File: config.mk
export PLATFORM = sky130hd
export DESIGN_NAME = memcached_get_response_parser
export DESIGN_NICKNAME = d
export VERILOG_FILES = /design/src/rtl/core/mcgrp_pkg.sv /design/src/rtl/core/memcached_get_response_parser.sv /design/src/rtl/core/mcgrp_ram.sv /design/src/rtl/core/mcgrp_front.sv /design/src/rtl/core/mcgrp_queue.sv
export VERILOG_INCLUDE_DIRS = /design/src /design/src/rtl/core
export SDC_FILE = /design/constraint.sdc
export NUM_CORES = 2
export LEC_CHECK = 0
export ABC_AREA = 0
export BUFFER_PORTS_ARGS = -buffer_cell sky130_fd_sc_hd__buf_4
export CAP_MARGIN = 25
export CORE_MARGIN = 3
export CORE_UTILIZATION = 63
export DETAILED_ROUTE_END_ITERATION = 7
export PLACE_DENSITY = 0.79
export SLEW_MARGIN = 10
export SYNTH_ARGS = -nofsm -noshare
export SYNTH_HDL_FRONTEND = slang
export SYNTH_SLANG_ARGS = --single-unit
File: constraint.sdc
create_clock -name clk_i -period 6.7 [get_ports clk_i]
set_input_delay 1.005 -clock clk_i [delete_from_list [all_inputs] [get_ports clk_i]]
set_output_delay 1.005 -clock clk_i [all_outputs]
set_load 0.03 [all_outputs]
File: src/rtl/core/assert_macros.svh
// Assertion macros for the RTL files (included by mcgrp_queue)
`ifndef ASSERT_MACROS_SVH
`define ASSERT_MACROS_SVH

// condition holds at every clock edge outside reset
`define ASSERT_ALWAYS(lbl, clk, rstn, cond, msg) \
  lbl: assert property (@(posedge clk) disable iff (!rstn) (cond)) else $error(msg);

// antecedent in a cycle implies consequent in the next
`define ASSERT_NEXT(lbl, clk, rstn, ante, cons, msg) \
  lbl: assert property (@(posedge clk) disable iff (!rstn) (ante) |=> (cons)) else $error(msg);

`endif

File: src/rtl/core/mcgrp_pkg.sv
// Package: types, constants and match tables of the get response parser
`default_nettype none
package mcgrp_pkg;

  localparam int unsigned KeyMaxDef     = 256;
  localparam int unsigned LengthBitsDef = 48;
  localparam int unsigned QueueDepth    = 2;

  typedef enum logic [2:0] {
    EV_BODY      = 3'd0,
    EV_HEADER    = 3'd1,
    EV_NOT_FOUND = 3'd2,
    EV_BAD_HDR   = 3'd3,
    EV_BAD_TRL   = 3'd4,
    EV_COMPLETE  = 3'd5
  } event_e;

  typedef struct packed {
    event_e      kind;
    logic [7:0]  body;
    logic [47:0] len;
    logic        gz;
    logic        ka;
  } res_t;

  function automatic logic [7:0] value_word(input logic [2:0] idx);
    logic [7:0] b;
    unique case (idx)
      3'd0: b = 8'h56;
      3'd1: b = 8'h41;
      3'd2: b = 8'h4C;
      3'd3: b = 8'h55;
      3'd4: b = 8'h45;
      3'd5: b = 8'h20;
      default: b = 8'h00;
    endcase
    return b;
  endfunction

  function automatic logic [7:0] end_word(input logic [2:0] idx);
    logic [7:0] b;
    unique case (idx)
      3'd0: b = 8'h45;
      3'd1: b = 8'h4E;
      3'd2: b = 8'h44;
      3'd3: b = 8'h0D;
      default: b = 8'h00;
    endcase
    return b;
  endfunction

  function automatic logic [7:0] trailer_word(input logic [2:0] idx);
    logic [7:0] b;
    unique case (idx)
      3'd0: b = 8'h0D;
      3'd1: b = 8'h0A;
      3'd2: b = 8'h45;
      3'd3: b = 8'h4E;
      3'd4: b = 8'h44;
      3'd5: b = 8'h0D;
      3'd6: b = 8'h0A;
      default: b = 8'h00;
    endcase
    return b;
  endfunction

endpackage
`default_nettype wire

File: src/rtl/core/memcached_get_response_parser.sv
// Top level of the memcached text get response parser
// Usage:
//  Input channel (in_valid_i/in_stall_o, mode_i, data_byte_i) carries one byte
//  per transaction: mode 0 loads a key byte and restarts the parser, mode 1 is
//  a response byte. Each transaction yields zero or one result on the output
//  channel (out_valid_o/out_stall_i, event_kind_o and its fields).
//  Results are registered in the result queue; throughput is one byte per
//  cycle while in_stall_o is low. The key RAM read is registered, its address
//  prefetched from the next match index.
//  A two-entry result queue separates parser and receiver; in_stall_o is high
//  only while that queue is full, so a stalled receiver backs up after two
//  pending results.
//  cfg_we_i/cfg_wdata_i write the gzip flag mask; write only while idle.
//  Reset: parser at start of header, key length zero, mask zero, queue empty.
//  Key RAM contents are not cleared; only loaded entries are ever compared.
`default_nettype none
module memcached_get_response_parser #(
  parameter int unsigned KeyMax     = mcgrp_pkg::KeyMaxDef,
  parameter int unsigned LengthBits = mcgrp_pkg::LengthBitsDef
) (
  input  wire logic        clk_i,
  input  wire logic        rst_ni,
  input  wire logic        cfg_we_i,
  input  wire logic [31:0] cfg_wdata_i,
  input  wire logic        in_valid_i,
  output logic             in_stall_o,
  input  wire logic        mode_i,
  input  wire logic [7:0]  data_byte_i,
  output logic             out_valid_o,
  input  wire logic        out_stall_i,
  output logic [2:0]       event_kind_o,
  output logic [7:0]       body_byte_o,
  output logic [47:0]      content_length_o,
  output logic             gzip_encoded_o,
  output logic             keepalive_o
);
  import mcgrp_pkg::*;

  logic full, item, res_valid;
  res_t res, head;

  assign in_stall_o = full;
  assign item       = in_valid_i && !full;

  mcgrp_front #(.KeyMax(KeyMax), .LengthBits(LengthBits)) u_front (
    .clk_i      (clk_i),
    .rst_ni     (rst_ni),
    .cfg_we_i   (cfg_we_i),
    .cfg_wdata_i(cfg_wdata_i),
    .item_i     (item),
    .mode_i     (mode_i),
    .data_byte_i(data_byte_i),
    .res_valid_o(res_valid),
    .res_o      (res)
  );

  mcgrp_queue u_queue (
    .clk_i      (clk_i),
    .rst_ni     (rst_ni),
    .push_i     (res_valid),
    .push_data_i(res),
    .full_o     (full),
    .out_valid_o(out_valid_o),
    .out_stall_i(out_stall_i),
    .out_data_o (head)
  );

  assign event_kind_o     = head.kind;
  assign body_byte_o      = head.body;
  assign content_length_o = head.len;
  assign gzip_encoded_o   = head.gz;
  assign keepalive_o      = head.ka;
endmodule
`default_nettype wire

File: src/rtl/core/mcgrp_ram.sv
// Generic single write port RAM with registered read
`default_nettype none
module mcgrp_ram #(
  parameter int unsigned Width = 8,
  parameter int unsigned Depth = 256,
  parameter int unsigned AddrW = (Depth > 1) ? $clog2(Depth) : 1
) (
  input  wire logic             clk_i,
  input  wire logic             we_i,
  input  wire logic [AddrW-1:0] waddr_i,
  input  wire logic [Width-1:0] wdata_i,
  input  wire logic [AddrW-1:0] raddr_i,
  output logic      [Width-1:0] rdata_o
);
  logic [Width-1:0] mem_q [Depth];

  always_ff @(posedge clk_i) begin
    if (we_i) begin
      mem_q[waddr_i] <= wdata_i;
    end
    rdata_o <= mem_q[raddr_i];
  end
endmodule
`default_nettype wire

File: src/rtl/core/mcgrp_front.sv
// Front end: key store, header/body/trailer parser, result generation
`default_nettype none
module mcgrp_front #(
  parameter int unsigned KeyMax     = mcgrp_pkg::KeyMaxDef,
  parameter int unsigned LengthBits = mcgrp_pkg::LengthBitsDef
) (
  input  wire logic               clk_i,
  input  wire logic               rst_ni,
  input  wire logic               cfg_we_i,
  input  wire logic [31:0]        cfg_wdata_i,
  input  wire logic               item_i,
  input  wire logic               mode_i,
  input  wire logic [7:0]         data_byte_i,
  output logic                    res_valid_o,
  output mcgrp_pkg::res_t         res_o
);
  import mcgrp_pkg::*;

  localparam int unsigned AW  = (KeyMax > 1) ? $clog2(KeyMax) : 1;
  localparam int unsigned KLW = $clog2(KeyMax + 1);
  localparam int unsigned MW  = (KLW > 3) ? KLW : 3;
  localparam int unsigned LB  = LengthBits;

  localparam logic [3:0] PH_START = 4'd0,  PH_VALUE = 4'd1,  PH_ENDW  = 4'd2,
                         PH_KEY   = 4'd3,  PH_KEYSP = 4'd4,  PH_FANY  = 4'd5,
                         PH_FNUM  = 4'd6,  PH_LEN   = 4'd7,  PH_LENLF = 4'd8,
                         PH_ENDLF = 4'd9,  PH_BAD   = 4'd10, PH_BODY  = 4'd11,
                         PH_TRAIL = 4'd12, PH_DONE  = 4'd13;

  logic [3:0]     phase_q, phase_d;
  logic [KLW-1:0] klen_q, klen_d;
  logic [MW-1:0]  midx_q, midx_d;
  logic [31:0]    flags_q, flags_d;
  logic [LB-1:0]  len_q, len_d;
  logic [LB-1:0]  rem_q, rem_d;
  logic [2:0]     tidx_q, tidx_d;
  logic           dseen_q, dseen_d;
  logic [31:0]    mask_q;

  logic [KLW-1:0] widx;
  logic           ram_we;
  logic [7:0]     key_byte;
  logic [35:0]    fprod;
  logic [LB+3:0]  lprod;
  logic [3:0]     digit;
  logic           is_digit;

  mcgrp_ram #(.Width(8), .Depth(KeyMax), .AddrW(AW)) u_key_ram (
    .clk_i  (clk_i),
    .we_i   (ram_we),
    .waddr_i(widx[AW-1:0]),
    .wdata_i(data_byte_i),
    .raddr_i(midx_d[AW-1:0]),
    .rdata_o(key_byte)
  );

  assign digit    = data_byte_i[3:0];
  assign is_digit = (data_byte_i >= 8'h30) && (data_byte_i <= 8'h39);
  assign fprod    = ({4'b0, flags_q} << 3) + ({4'b0, flags_q} << 1) + 36'(digit);
  assign lprod    = ({4'b0, len_q} << 3) + ({4'b0, len_q} << 1) + (LB+4)'(digit);
  assign widx     = (phase_q != PH_START) ? '0 : klen_q;
  assign ram_we   = item_i && !mode_i && (widx < KLW'(KeyMax));

  always_comb begin
    phase_d = phase_q; klen_d = klen_q; midx_d = midx_q; flags_d = flags_q;
    len_d = len_q; rem_d = rem_q; tidx_d = tidx_q; dseen_d = dseen_q;
    res_valid_o = 1'b0;
    res_o = '{kind: EV_BODY, body: 8'h00, len: 48'h0, gz: 1'b0, ka: 1'b0};
    if (item_i) begin
      if (!mode_i) begin
        klen_d  = ram_we ? widx + KLW'(1) : widx;
        phase_d = PH_START; midx_d = '0; flags_d = '0; len_d = '0;
        rem_d = '0; tidx_d = '0; dseen_d = 1'b0;
      end else if (phase_q == PH_DONE) begin
        phase_d = PH_DONE;
      end else if (phase_q == PH_BODY) begin
        rem_d = rem_q - LB'(1);
        if (rem_q == LB'(1)) begin
          phase_d = PH_TRAIL; tidx_d = '0;
        end
        res_valid_o = 1'b1;
        res_o.body  = data_byte_i;
      end else if (phase_q == PH_TRAIL) begin
        if (tidx_q == 3'd7 || data_byte_i != trailer_word(tidx_q)) begin
          phase_d = PH_DONE; res_valid_o = 1'b1; res_o.kind = EV_BAD_TRL;
        end else begin
          tidx_d = tidx_q + 3'd1;
          if (tidx_q == 3'd6) begin
            phase_d = PH_DONE; res_valid_o = 1'b1;
            res_o.kind = EV_COMPLETE; res_o.ka = 1'b1;
          end
        end
      end else if (data_byte_i == 8'h0A) begin
        res_valid_o = 1'b1;
        if (phase_q == PH_ENDLF) begin
          phase_d = PH_DONE; res_o.kind = EV_NOT_FOUND; res_o.ka = 1'b1;
        end else if (phase_q == PH_LENLF) begin
          rem_d = len_q; tidx_d = '0;
          phase_d = (len_q != '0) ? PH_BODY : PH_TRAIL;
          res_o.kind = EV_HEADER;
          res_o.len  = 48'(len_q);
          res_o.gz   = (flags_q & mask_q) != 32'h0;
        end else begin
          phase_d = PH_DONE; res_o.kind = EV_BAD_HDR;
        end
      end else begin
        unique case (phase_q)
          PH_START: begin
            midx_d = MW'(1);
            if (data_byte_i == 8'h56)      phase_d = PH_VALUE;
            else if (data_byte_i == 8'h45) phase_d = PH_ENDW;
            else begin
              phase_d = PH_BAD; midx_d = midx_q;
            end
          end
          PH_VALUE: begin
            if (midx_q >= MW'(6) || data_byte_i != value_word(midx_q[2:0])) begin
              phase_d = PH_BAD;
            end else if (midx_q == MW'(5)) begin
              midx_d  = '0;
              phase_d = (klen_q != '0) ? PH_KEY : PH_KEYSP;
            end else begin
              midx_d = midx_q + MW'(1);
            end
          end
          PH_ENDW: begin
            if (midx_q >= MW'(4) || data_byte_i != end_word(midx_q[2:0])) begin
              phase_d = PH_BAD;
            end else begin
              midx_d = midx_q + MW'(1);
              if (midx_q == MW'(3)) phase_d = PH_ENDLF;
            end
          end
          PH_KEY: begin
            if (midx_q >= MW'(klen_q) || data_byte_i != key_byte) begin
              phase_d = PH_BAD;
            end else begin
              midx_d = midx_q + MW'(1);
              if (midx_q + MW'(1) >= MW'(klen_q)) phase_d = PH_KEYSP;
            end
          end
          PH_KEYSP: begin
            if (data_byte_i == 8'h20) begin
              dseen_d = 1'b0; flags_d = '0;
              phase_d = (mask_q != 32'h0) ? PH_FNUM : PH_FANY;
            end else begin
              phase_d = PH_BAD;
            end
          end
          PH_FANY: begin
            if (data_byte_i == 8'h20) begin
              phase_d = PH_LEN; dseen_d = 1'b0; len_d = '0;
            end else if (data_byte_i == 8'h00) begin
              phase_d = PH_BAD;
            end
          end
          PH_FNUM: begin
            if (data_byte_i == 8'h20 && dseen_q) begin
              phase_d = PH_LEN; dseen_d = 1'b0; len_d = '0;
            end else if (is_digit && fprod[35:32] == 4'h0) begin
              flags_d = fprod[31:0]; dseen_d = 1'b1;
            end else begin
              phase_d = PH_BAD;
            end
          end
          PH_LEN: begin
            if (data_byte_i == 8'h0D && dseen_q) begin
              phase_d = PH_LENLF;
            end else if (is_digit && lprod[LB+3:LB] == 4'h0) begin
              len_d = lprod[LB-1:0]; dseen_d = 1'b1;
            end else begin
              phase_d = PH_BAD;
            end
          end
          default: phase_d = PH_BAD;
        endcase
      end
    end
  end

  always_ff @(posedge clk_i or negedge rst_ni) begin
    if (!rst_ni) begin
      phase_q <= PH_START; klen_q <= '0; midx_q <= '0; flags_q <= '0;
      len_q <= '0; rem_q <= '0; tidx_q <= '0; dseen_q <= 1'b0; mask_q <= '0;
    end else begin
      phase_q <= phase_d; klen_q <= klen_d; midx_q <= midx_d; flags_q <= flags_d;
      len_q <= len_d; rem_q <= rem_d; tidx_q <= tidx_d; dseen_q <= dseen_d;
      if (cfg_we_i) mask_q <= cfg_wdata_i;
    end
  end
endmodule
`default_nettype wire

File: src/rtl/core/mcgrp_queue.sv
// Back end: short result queue towards the output channel
`default_nettype none
`include "assert_macros.svh"
module mcgrp_queue (
  input  wire logic             clk_i,
  input  wire logic             rst_ni,
  input  wire logic             push_i,
  input  mcgrp_pkg::res_t       push_data_i,
  output logic                  full_o,
  output logic                  out_valid_o,
  input  wire logic             out_stall_i,
  output mcgrp_pkg::res_t       out_data_o
);
  import mcgrp_pkg::*;

  res_t       ent_q [QueueDepth];
  logic       wptr_q, rptr_q;
  logic [1:0] cnt_q;
  logic       pop;

  assign pop         = out_valid_o && !out_stall_i;
  assign out_valid_o = cnt_q != 2'd0;
  assign full_o      = cnt_q == 2'(QueueDepth);
  assign out_data_o  = ent_q[rptr_q];

  always_ff @(posedge clk_i) begin
    if (push_i) ent_q[wptr_q] <= push_data_i;
  end

  always_ff @(posedge clk_i or negedge rst_ni) begin
    if (!rst_ni) begin
      wptr_q <= 1'b0; rptr_q <= 1'b0; cnt_q <= 2'd0;
    end else begin
      if (push_i) wptr_q <= !wptr_q;
      if (pop)    rptr_q <= !rptr_q;
      cnt_q <= cnt_q + 2'(push_i) - 2'(pop);
    end
  end

  `ASSERT_ALWAYS(a_cnt_bound, clk_i, rst_ni, cnt_q <= 2'(QueueDepth), "queue count overrun")
  `ASSERT_ALWAYS(a_no_overflow, clk_i, rst_ni, !(push_i && full_o), "push into full queue")
  `ASSERT_NEXT(a_empty_holds, clk_i, rst_ni, cnt_q == 2'd0 && !push_i, cnt_q == 2'd0, "phantom entry")
endmodule
`default_nettype wire
# Word-level counts from Yosys, hierarchy flattened
# Memories as Yosys holds them, arrays and structs flattened. A register that Yosys moved wholly into a read port is not among the register bits.
# Index checks and enable logic that the tools add are counted.
totals:
  ff_bits: 190
  ramBits: 2170
  inputBits: 46
  out_inout_bits: 63
  elab_cells: 293
  memories: 2
memory_table:
  columns: ["name", "words", "word_bits", "read_ports", "rd_clocked_by_memory_dff", "write_ports", "line_no", "rtl"]
  rows:
  - ["u_front.u_key_ram.mem_q", 256, 8, 1, 1, 1, "mcgrp_ram.sv:15", "logic [Width-1:0] mem_q [Depth];"]
  - ["u_queue.ent_q", 2, 61, 1, 0, 1, "mcgrp_queue.sv:16", "res_t ent_q [QueueDepth];"]
op_classes:
  add_sub_neg: 10
  magnitude_cmp: 7
  eq_ne: 75
  n_mux: 143
  n_bitwise: 2
  n_reduce_logical: 41
op_table:
  columns: ["operator", "n"]
  rows:
  - ["$mux W48", 16]
  - ["$mux W32", 8]
  - ["$mux W61", 3]
  - ["$mux W8", 21]
  - ["$mux W49", 3]
  - ["$pmux W48 S3", 1]
  - ["$mux W9", 13]
  - ["$mux W4", 25]
  - ["$mux W50", 2]
  - ["$pmux W32 S2", 1]
  - ["$reduce_bool A32 Y1", 2]
  - ["$add A51 B49 Y52", 1]
  - ["$add A52 B4 Y52", 1]
  - ["$mux W3", 17]
  - ["$eq A48 B1 Y1 const B", 1]
  - ["$reduce_bool A48 Y1", 1]
  - ["$sub A48 B1 Y48 const B", 1]
  - ["$pmux W7 S6", 1]
  - ["$add A35 B33 Y36", 1]
  - ["$add A36 B4 Y36", 1]
  - ["$pmux W9 S4", 1]
  - ["$pmux W7 S5", 1]
  - ["$and A32 B32 Y32", 1]
  - ["$ne A8 B2 Y1 const B", 4]
  - ["other kinds (54)", 151]

# Depth between registers and ports, before layout
depth:
  word_depth: 19
  mapped_depth: 21
  depth_no_buf: 17

# Modules after synthesis
# From an unflattened synthesis, not the netlist that was laid out.
hier_totals:
  cells_unflattened: 5995
  hier_area_um2: 101439.8
by_module_without_submodules:
  columns: ["mod", "instances", "cells_per_inst", "area_per_inst_um2", "seq_area_each_um2"]
  rows:
  - ["mcgrp_ram", 1, 3733, 79556.3, 61659.1]
  - ["mcgrp_front", 1, 2053, 16962.5, 4654.5]
  - ["mcgrp_queue", 1, 208, 4907.2, 3763.6]
  - ["memcached_get_response_parser", 1, 1, 13.8, 0.0]

# Worst setup path after synthesis
# Ideal clock, no wire load.
synth_timing:
  kind: "input to register"
  startpoint: "in data_byte_i[4]"
  endpoint: "mem u_queue.ent_q[0][0] (netlist bit), enable pin"
  setup_ps: 480
  arrival_ps: 5221
  t_required_ps: 6220
  path_slack_ps: 998
  cell_stages: 8
  n_path_buf: 2
  cell_sequence: "buf_2 > or3_4 > or4_1 > buf_2 > nor2_1 > nor3_1 > or3_1 > nor2_1"
synth_between:
  elab_chain_cells: 10
  word_cells_on_any_way: 12
  classes_between: "2 x eq/ne; 9 x mux; 1 x reduce/logical"
synth_rtl:
  columns: ["element", "line_no", "rtl"]
  rows:
  - ["start: declaration", "memcached_get_response_parser.sv:28", "input wire logic [7:0] data_byte_i,"]
  - ["$ne A8 B8 Y1", "mcgrp_front.sv:84", "if (tidx_q == 3'd7 || data_byte_i != trailer_word(tidx_q)) begin"]
  - ["$logic_or A1 B1 Y1", "mcgrp_front.sv:84", null]
  - ["$mux W1", "mcgrp_front.sv:84", null]
  - ["$mux W1 (*)", "mcgrp_front.sv:83", "end else if (phase_q == PH_TRAIL) begin"]
  - ["$mux W1 (*)", "mcgrp_front.sv:76", "end else if (phase_q == PH_BODY) begin"]
  - ["$mux W1 (*)", "mcgrp_front.sv:74", "end else if (phase_q == PH_DONE) begin"]
  - ["$mux W1 (*)", "mcgrp_front.sv:70", "if (!mode_i) begin"]
  - ["$mux W1 (*)", "mcgrp_front.sv:69", "if (item_i) begin"]
  - ["$mux W1 (*)", "mcgrp_queue.sv:27", "if (push_i) ent_q[wptr_q] <= push_data_i;"]
  - ["$mux W1 (implied by the code) (*)", "mcgrp_queue.sv:27", null]
  - ["end: declaration", "mcgrp_queue.sv:16", null]
# Every way passes the cells marked *; elsewhere a longest branch is shown, timed or not.

# Worst setup path in the final report
layout_timing:
  startpoint: "reg u_front.midx_q[1]"
  endpoint: "reg u_front.u_key_ram.rdata_o[7], read port of u_front.u_key_ram.mem_q"
layout_between:
  elab_chain_cells: 19
  word_cells_on_any_way: 45
  classes_between: "1 x add/sub; 3 x order compare; 8 x eq/ne; 29 x mux; 4 x reduce/logical"
layout_rtl:
  columns: ["element", "line_no", "rtl"]
  rows:
  - ["start: declaration", "mcgrp_front.sv:32", "logic [MW-1:0] midx_q, midx_d;"]
  - ["start signal: assignment", "mcgrp_front.sv:186", "phase_q <= phase_d; klen_q <= klen_d; midx_q <= midx_d; flags_q <= flags_d;"]
  - ["$eq A3 B3 Y1, or another cell as far along", "mcgrp_pkg.sv:28", "unique case (idx)"]
  - ["$pmux W7 S6 or $pmux W7 S4 (tied branches)", "mcgrp_pkg.sv:28, mcgrp_pkg.sv:42", null]
  - ["$mux W8", "mcgrp_front.sv:107", "unique case (phase_q)"]
  - ["$mux W8", "mcgrp_front.sv:93", "end else if (data_byte_i == 8'h0A) begin"]
  - ["$mux W8", "mcgrp_front.sv:83", null]
  - ["$mux W8", "mcgrp_front.sv:76", null]
  - ["$mux W8", "mcgrp_front.sv:74", null]
  - ["$mux W8", "mcgrp_front.sv:70", null]
  - ["[... 3 more ...]", null, null]
  - ["$mux W9, on equally long branches", "mcgrp_front.sv:117, mcgrp_front.sv:127", null]
  - ["$pmux W9 S4", "mcgrp_front.sv:107", null]
  - ["$mux W9", "mcgrp_front.sv:93", null]
  - ["$mux W9", "mcgrp_front.sv:83", null]
  - ["$mux W9", "mcgrp_front.sv:76", null]
  - ["$mux W9", "mcgrp_front.sv:74", null]
  - ["$mux W9", "mcgrp_front.sv:70", null]
  - ["$mux W8 (*)", "mcgrp_front.sv:69", null]
  - ["end: declaration", "mcgrp_ram.sv:13", "output logic [Width-1:0] rdata_o"]
# Every way passes the cells marked *; elsewhere a longest branch is shown, timed or not. The select of a mux whose other input is x is not followed.
# A chain may end at the register's enable or synchronous reset.

==> results.py <==
metrics = {
    "route": {
        "drc": 0,
        "routed_wl_um": 260000,
        "dr.first_iter.drc_count": 8282,
        "first_pass_iters": 6,
        "drt-vias-per-instance": 6.51,
        "routedWlPerCell_um": 25.8,
        "via_count": 65800,
        "drtAntennaViolNets": 0,
    },
    "critical_path": {
        "crit_type": "reg2reg",
        "crit_fanout": 60,
        "reg2reg_from": "u_front.midx_q[1]",
        "reg2reg_slack_ns": 1.05,
        "crit_path_end_kind": "flip-flop",
        "startpoint_type": "flip-flop",
        "r2r_end": "u_front.u_key_ram.rdata_o[7]",
        "worstRegToRegCells": 17,
        "cp.arrival_ns": 6.38,
        "critical_path_required_ns": 7.43,
    },
    "status": {
        "status": "finished clean",
    },
    "synthesis": {
        "synth-main-ff-cell": "edfxtp_1",
        "netlist_area_um2": 103000,
        "yosysSeqAreaShare_pct": 67.8,
        "synth_area_per_cell_um2": 13.5,
        "synth.top_cells.by_count": "2170 x edfxtp_1, 1153 x nand2_1, 793 x mux2i_1",
        "synthArstFlopShare_pct": 8.02,
        "synthesis.nets": 7921,
        "yosysMostFrequentCell": "edfxtp_1",
        "yosysTopAreaCellShare_pct": 63.1,
        "syn_inst": 7676,
        "yosys.area.top_type": "edfxtp_1",
        "synth_seq_cells": 2368,
        "yosysWarningCount": 0,
        "synth_cell_types": 102,
        "synth_area_leaders": "edfxtp_1 63%, mux2i_1 7.7%, dfrtp_1 4.6%",
        "synth_edf_count": 2170,
    },
    "final_layout": {
        "stdcell_count": 10100,
        "area_growth_pct": 10.3,
        "post_route_cells_drive_above_1_share_pct": 10.1,
        "final_core_util_pct": 70.5,
        "nets": 8006,
    },
    "die": {
        "io_pins": 109,
        "die_h_um": 411,
        "fp.dieW_um": 411,
        "dieArea_um2": 169000,
        "num_rows": 147,
        "core_um2": 162000,
        "initial_core_util_pct": 63.9,
    },
    "clock_network": {
        "cts_buffer_depth": 3,
        "clock_sinks": 2368,
        "insertion_delay_ns": 0.86,
        "postCtsSetupBuffers": 0,
        "cts_tree": "built",
        "htree_levels": 4,
        "holdBufCountCts": 0,
        "cts_buffers": 223,
        "cts_resized": 0,
        "cts_root_buffer": "clkbuf_16",
        "clk_pin_slew_ns": 0.06,
    },
    "sta": {
        "worstMarginPinSlew_ns": 1.10,
        "fin_crit_ns": 5.65,
        "setup_violations": 0,
        "fin_setup_tns_ns": 0,
        "clock_skew_ns": 0.0401,
        "worst_slack_ns": 1.05,
        "rsz0062_at_grt": "no",
        "slew-limit-headroom_pct": 26.2,
        "period_share_pct": 84.4,
        "hold_viol_final": 0,
        "slew_viol_final": 0,
        "holdWs_ns": 0.0656,
        "clock.fmax_mhz": 177,
    },
    "global_route": {
        "antenna_found_initial": 7,
        "grt_pass1_vias": 63800,
        "grtUsageTotal_pct": 30.6,
        "grt-ovfl-total": 0,
        "grt_max_degree": 168,
        "grt_pass1_wl_um": 392000,
    },
    "run": {
        "drv_cap": 0,
    },
    "place": {
        "place_ws_ns": 0.485,
        "dp_hpwl_um": 163000,
        "portBuffers": 108,
        "dp.cells": 9695,
        "gp_congestion": 0.934,
    },
    "power_and_ir_drop": {
        "p_leak_uw": 0.0447,
        "power_density_nw_per_um2": 274,
        "peakVddDrop_mv": 0.302,
    },
    "hold_path": {
        "min_path_type": "in2async",
    },
}
## routing by layer
layer | global-route usage, % | part of all wire, % | routed length, µm | up-vias
met5 | 0 | 0 | 0 | -
met4 | 13.1 | 4.7 | 12300 | 0
met3 | 6.17 | 10 | 26900 | 637
met2 | 48.3 | 47 | 122000 | 3747
met1 | 41.8 | 38 | 99000 | 32400
li1 | - | - | - | 29000
## kinds of logic after synthesis
group	count (synthesis)	share of synthesized area, %
simple gates	2739	12.1
mux	894	8.78
xor+xnor	98	0.831
flops	2368	67.8
fa+ha+maj	199	2.44
compound gates	842	5.58
buf+inv	536	2.45
## per-stage QoR
stage          total power [µW]  area [µm²]
5_1_grt                   32100      114000
6_report                  31300      114000
2_1_floorplan             18000      103000
3_5_place_dp              19000      107000
4_1_cts                   31300      114000
3_3_place_gp              19000      107000
## critical path, cell delays in order, from the launching register on
cell	delay, ns
dfrtp_1	0.55
ha_1	0.32
ha_1	0.26
nor2_1	0.08
a221oi_1	0.35
xnor2_1	0.18
o2111ai_2	0.24
o21ai_2	0.28
a41oi_1	0.22
o21ai_4	0.51
buf_12	0.31
buf_12	0.39
mux2i_1	0.24
mux2i_1	0.13
a22oi_1	0.30
nand4_1	0.39
nor3_1	0.64
nor4_2	0.06
## final cells by class
class	count	area, µm²
clock inverters	126	1280
inverters	92	373
repair buffers	304	2820
flip-flops and latches	2368	70100
fillers	10300	47700
well taps	2160	2700
multi-input cells	4772	30800
diodes	1	2.50
clock buffers	285	5950
## flip-flops by register name, summed over array words and instances, names as in the netlist
| name | cells |
|---|---|
| u_front.klen_q | 9 |
| u_front.mask_q | 32 |
| u_front.u_key_ram.mem_q | 2048 |
| u_front.u_key_ram.rdata_o | 8 |
| u_front.dseen_q | 1 |
| u_front.rem_q | 48 |
| u_queue.cnt_q | 2 |
| u_front.flags_q | 32 |
| u_queue.wptr_q | 1 |
| u_front.phase_q | 4 |
| u_front.len_q | 48 |
| u_queue.ent_q | 122 |
| u_queue.rptr_q | 1 |
| u_front.tidx_q | 3 |
| u_front.midx_q | 9 |
## where the power goes
part	internal, µW	switching (µW)	leakage, µW	total (µW)
registers	16200	99.0	0.0222	16300
clock network	7040	5460	0.00354	12500
logic	788	1660	0.0190	2440
total	24000	7220	0.0447	31300
## how the worst max path moves through the flow
stage | slack, ns | start | endpoint | depth (start not counted)
floorplan | 1.0 | data_byte_i[4] | u_queue.ent_q[0][0] | 8
global placement | 0.41 | data_byte_i[3] | u_front.len_q[45] | 19
detailed placement | 0.48 | data_byte_i[3] | u_front.len_q[37] | 19
CTS | 1.11 | u_front.len_q[0] | u_front.len_q[11] | 18
global route | 0.78 | u_front.midx_q[1] | u_front.u_key_ram.rdata_o[1] | 17
finish | 1.05 | u_front.midx_q[1] | u_front.u_key_ram.rdata_o[7] | 17
## cells in the final DEF (no fill, tap or decap), types with 170 or more instances in the layout
cell,synthesis,layout
buf_4,35,258
clkbuf_16,0,225
dfrtp_1,190,189
edfxtp_1,2170,2170
ha_1,195,195
mux2i_1,793,793
nand2_1,1153,1153
nand3_1,764,764
nor2_1,407,406
o21ai_0,170,170
Power figures use the tool's default switching activity.
